## src/lrnu_ram.sv

```systemverilog
// Generic single-write, single-read RAM with registered read data.
// Read-first: a read at the written address returns the old word.
module lrnu_ram #(
  parameter int WIDTH = 16,
  parameter int DEPTH = 256
) (
  input  logic                                      clk,
  input  logic                                      we,
  input  logic [((DEPTH > 1) ? $clog2(DEPTH) : 1)-1:0] waddr,
  input  logic [WIDTH-1:0]                          wdata,
  input  logic                                      re,
  input  logic [((DEPTH > 1) ? $clog2(DEPTH) : 1)-1:0] raddr,
  output logic [WIDTH-1:0]                          rdata
);

  logic [WIDTH-1:0] mem [DEPTH];

  always_ff @(posedge clk) begin
    if (we) begin
      mem[waddr] <= wdata;
    end
    if (re) begin
      rdata <= mem[raddr];
    end
  end

endmodule

```

## config.mk

```make
export PLATFORM = sky130hd
export DESIGN_NAME = lrnu_ram
export DESIGN_NICKNAME = d
export VERILOG_FILES = /design/src/lrnu_ram.sv
export SDC_FILE = /design/constraint.sdc
export NUM_CORES = 2
export LEC_CHECK = 0
export BUFFER_PORTS_ARGS = -buffer_cell sky130_fd_sc_hd__buf_4
export CAP_MARGIN = 20
export CORE_ASPECT_RATIO = 1.4
export CORE_UTILIZATION = 55
export CTS_CLUSTER_DIAMETER = 200
export DETAILED_ROUTE_END_ITERATION = 12
export PLACE_DENSITY_LB_ADDON = 0.1
export SLEW_MARGIN = 20
export SYNTH_ARGS = -nofsm -noshare
export SYNTH_HDL_FRONTEND = slang
export SYNTH_SLANG_ARGS = --single-unit
```

## constraint.sdc

```tcl
create_clock -name clk -period 3 [get_ports clk]
set_input_delay 0.15 -clock clk [delete_from_list [all_inputs] [get_ports clk]]
set_output_delay 0.15 -clock clk [all_outputs]
set_load 0.005 [all_outputs]
```

# [After elaboration in Yosys (flattened, before gate mapping)]
# Memories as Yosys holds them, arrays and structs flattened. A register that Yosys moved wholly into a read port is not among the register bits.
# Index checks and enable logic that the tools add are counted.
[totals] mem_bits_rw=4096 reg_bits=0 memories=1 wordCells=3
[classes] mux=2
[memory_table] memory="mem" depth=256 word_bits=16 read_ports=1 rd_clocked_by_memory_dff=1 wr=1 line="16" rtl="logic [WIDTH-1:0] mem [DEPTH];"
[op_table] op="1-bit 2-to-1 mux" count=2

# [Longest topological paths before layout]
[logic_depth] ltp_word=2 mapped_depth=12

# [Worst setup path after synthesis]
# OpenSTA, ideal clock, no wires.
[synth_timing] kind="in2reg" start="in raddr[0] in the netlist's numbering" end="reg rdata[4] (read register of mem), data pin" path_slack_ns=0.601 arrival_time_ns=2.134 setup_ns=0.265 n_path_buf=3 t_required_ns=2.735 cell_stages=8 path_cell_list="buf_6 > buf_6 > buf_2 > mux4_2 > mux4_2 > a22o_1 > o32ai_2 > nor4_2"
[synth_rtl] item="start: declaration" line="12" rtl="input logic [((DEPTH > 1) ? $clog2(DEPTH) : 1)-1:0] raddr,"
[synth_rtl] item="end: declaration" line="13" rtl="output logic [WIDTH-1:0] rdata"

==> metrics.md <==
| Metric | Value |
|---|---|
| Rows | `233` |
| GRT Overall Usage | `29.71%` |
| Max VDD drop | `0.7769 mV` |
| Fin area | `0.1826 mm^2` |
| # nets final | `8333` |
| Initial DRC Count | `8982` |
| LEAKAGE | `59.11 nW` |
| Fillcell total | `19420` |
| Slack of the critical path | `-0.01300 ns` |
| HP Class | `input pin to flip-flop` |
| Avg Inst Size Synth | `21.59 um^2` |
| Most frequent cells in the layout | `4112 x edfxtp_1, 847 x buf_4, 797 x mux4_2, 565 x mux2i_1, 392 x clkbuf_16` |
| Synth-to-layout area growth | `14.92%` |
| Data required, critical path | `3.62 ns` |
| RSZ-0062 raised after global routing | `no` |
| Post-synthesis simple-gate area fraction | `1.573%` |
| Die ar. | `0.2910 mm^2` |
| GP Congestion | `0.9205` |
| Htree depth | `5` |
| Setup crit end kind | `flip-flop` |
| TritonCTS clock tree | `yes` |
| Drt pass-1 iters | `5` |
| Failing checks | `negative setup slack` |
| Main combinational cell family by area after synthesis | `multiplexers` |
| Initial Utilization | `55.27%` |
| Post-synthesis cell area | `0.1589 mm^2` |
| Final Max Tran Viols | `0` |
| Antenna-violating nets left | `0` |
| Arrival time worst endpoint | `3.63 ns` |
| Clk_lat worst skew | `0.92 ns` |
| Post-synthesis adder-cell area fraction | `0%` |
| Chip Height | `637.9 um` |
| Detail Placement HPWL | `274.1 mm` |
| CTS buffer count | `382` |
| Max Clock Skew | `0.04480 ns` |
| Fmax | `331.9 MHz` |
| Area occupied by multi-input gates | `0.03298 mm^2` |
| PwrDens | `646.2 mW/mm^2` |
| Grt ovf | `0` |
| Max cap viols | `0` |
| Number of synthesized register bits | `4112` |
| Syn_nets | `7395` |
| Number of remaining DRC errors | `0` |
| Largest net degree at the start of global routing | `125` |
| Routed len/inst | `34.85 um` |
| Share of cells above drive strength 1 | `28.99%` |
| Reg area | `0.1235 mm^2` |
| Mapped Cells | `7360` |
| Post-synthesis sequential area ratio | `77.72%` |
| Cell Area, Placed | `0.1701 mm^2` |
| Clock sink count | `4112` |
| Clk slew on worst S/H paths | `0.06 ns` |
| Min Tclk post-route | `3.013 ns` |
| Setup TNS | `-0.01300 ns` |
| Netlist cell types | `51` |
| Vias in the first global route | `80920` |
| Proportion of synthesized area in mux cells | `15.48%` |
| Final hold vios | `0` |
| DRT Wirelength | `431.2 mm` |
| Initial antenna violation count | `17` |
| PortBufs | `50` |
| Rel. slew slack | `17.81%` |
| Die X | `456.2 um` |
| Setup-failing EPs final | `1` |
| Buffer count from post-CTS setup fixing | `0` |
| Yosys warnings | `0` |
| Fin crit share | `100.4%` |
| Synth Area in Compound Gates | `3.534%` |
| Worst-path fanout max | `1` |
| Async SR Flop Fraction | `0%` |
| Startpoint types | `flip-flop` |
| Post-synth EDFFs | `4112` |
| Xor/xnor share of the synthesized area | `0%` |
| Worst slew pin tran | `1.233 ns` |
| First-pass GRT wire length | `608.4 mm` |
| Status | `complete, but fails checks` |
| Detailed-route via count | `80260` |
| Clock Path Buffers | `4` |
| Crit Path Class | `flip-flop to flip-flop` |
| IO Count | `51` |
| Core area | `0.2874 mm^2` |
| Commonest non-fill, non-tap cell in the layout | `edfxtp_1` |
| Ys flop type | `edfxtp_1` |
| CTS root buf | `clkbuf_16` |
| Vias/cell | `6.486` |
==> cell usage after synthesis, drive strengths merged, types with 2 or more instances <==
cell,n,area share [%]
a2111oi,6,0.033
a211oi,18,0.085
a21o,2,0.0094
a21oi,175,0.55
a221oi,28,0.15
a22o,32,0.18
a22oi,43,0.20
a31oi,6,0.024
and2,2,0.0079
and3,11,0.043
and4,2,0.011
buf,222,1.1
clkbuf,230,0.54
edfxtp,4112,78
inv,4,0.0094
mux2,88,0.62
mux2i,565,3.6
mux4,797,11
nand2,38,0.090
nand2b,3,0.012
nand3,35,0.11
nand4,26,0.10
nand4b,3,0.017
nor2,304,0.72
nor2b,9,0.035
nor3,92,0.29
nor4,18,0.075
nor4bb,2,0.013
o21ai,38,0.12
o221ai,253,1.4
o22ai,148,0.58
o31ai,16,0.076
o32ai,21,0.12
or2,5,0.020
or3,2,0.0079
==> metal layers <==
layer	part of all wire (%)	track usage, %	vias to the layer above
met2	51	50.10	3457
met3	7.1	4.300	779
met5	0.015	0	-
met1	37	38.04	42870
met4	5.6	14.60	10
li1	-	-	33140
==> area by class of cell <==
class	instances	area share, %
Sequential cell	4112	67.63
Multi-Input combinational cell	2792	18.06
Clock buffer	466	5.525
Timing Repair Buffer	1006	5.033
Tap cell	3760	2.577
Clock inverter	226	1.150
Inverter	4	0.01508
Antenna cell	8	0.01096
==> state kept, by name, indices dropped and copies added (netlist names) <==
| name | flops |
|---|---|
| mem | 4096 |
| rdata | 16 |
==> repair_timing <==
action / 4_1_cts / 5_1_grt
gates resized for setup: 5 / 0
hold buffers: 26 / 0
setup endpoints to repair: 3 / 0
endpoints found under the hold margin: 2094 / 0
==> critical path: stages, from the launching register on <==
cell and delay [ns]:
edfxtp_1 0.36, mux4_2 0.46, mux2_2 0.28, a22oi_1 0.59, buf_4 0.22, nand2_1 0.10, o32ai_2 0.58, nor4_1 0.13
==> per-stage QoR <==
stage               worst slack, ns  power, mW  hold WS (ns)  utilization (%)  cells
floorplan                    0.6011      67.74        0.2489                -   7360
global placement            -0.6892      71.08        0.5665            59.17  11650
detailed placement          -0.7226      71.18        0.5715            59.17  11650
CTS                          0.1001      118.6       0.01764            63.51  12370
global route                0.03654      120.8       0.07851            63.51  12370
finish                     -0.01300      118.0       0.08845            63.52  12370
==> where the power goes <==
part	internal, mW	total (mW)	switching [mW]
sequential	63.3	63.4	0.0706
clock	27.1	48.0	20.9
combinational	2.49	6.58	4.08
==> path summary, 6_finish.rpt <==
check | startpoint | endpoint | slack [ns] | cells past startpoint
setup reg to reg | mem[11][2]$_DFFE_PP_ | rdata[2]$_DFFE_PP_ | -0.01 | 7
setup / recovery | mem[11][2]$_DFFE_PP_ | rdata[2]$_DFFE_PP_ | -0.01 | 7
hold / removal | waddr[6] | mem[222][7]$_DFFE_PP_ | 0.09 | 4
hold reg to reg | mem[250][3]$_DFFE_PP_ | rdata[3]$_DFFE_PP_ | 1.18 | 6
==> cell families (layout without fill, tap and decap cells) <==
group                  after synthesis  after routing
buffers and inverters              456           1702
and+or+nand+nor                    556            556
DFF                               4112           4112
AOI/OAI and AO/OA                  786            786
other                                0              8
muxes                             1450           1450
Power figures use the tool's default switching activity.
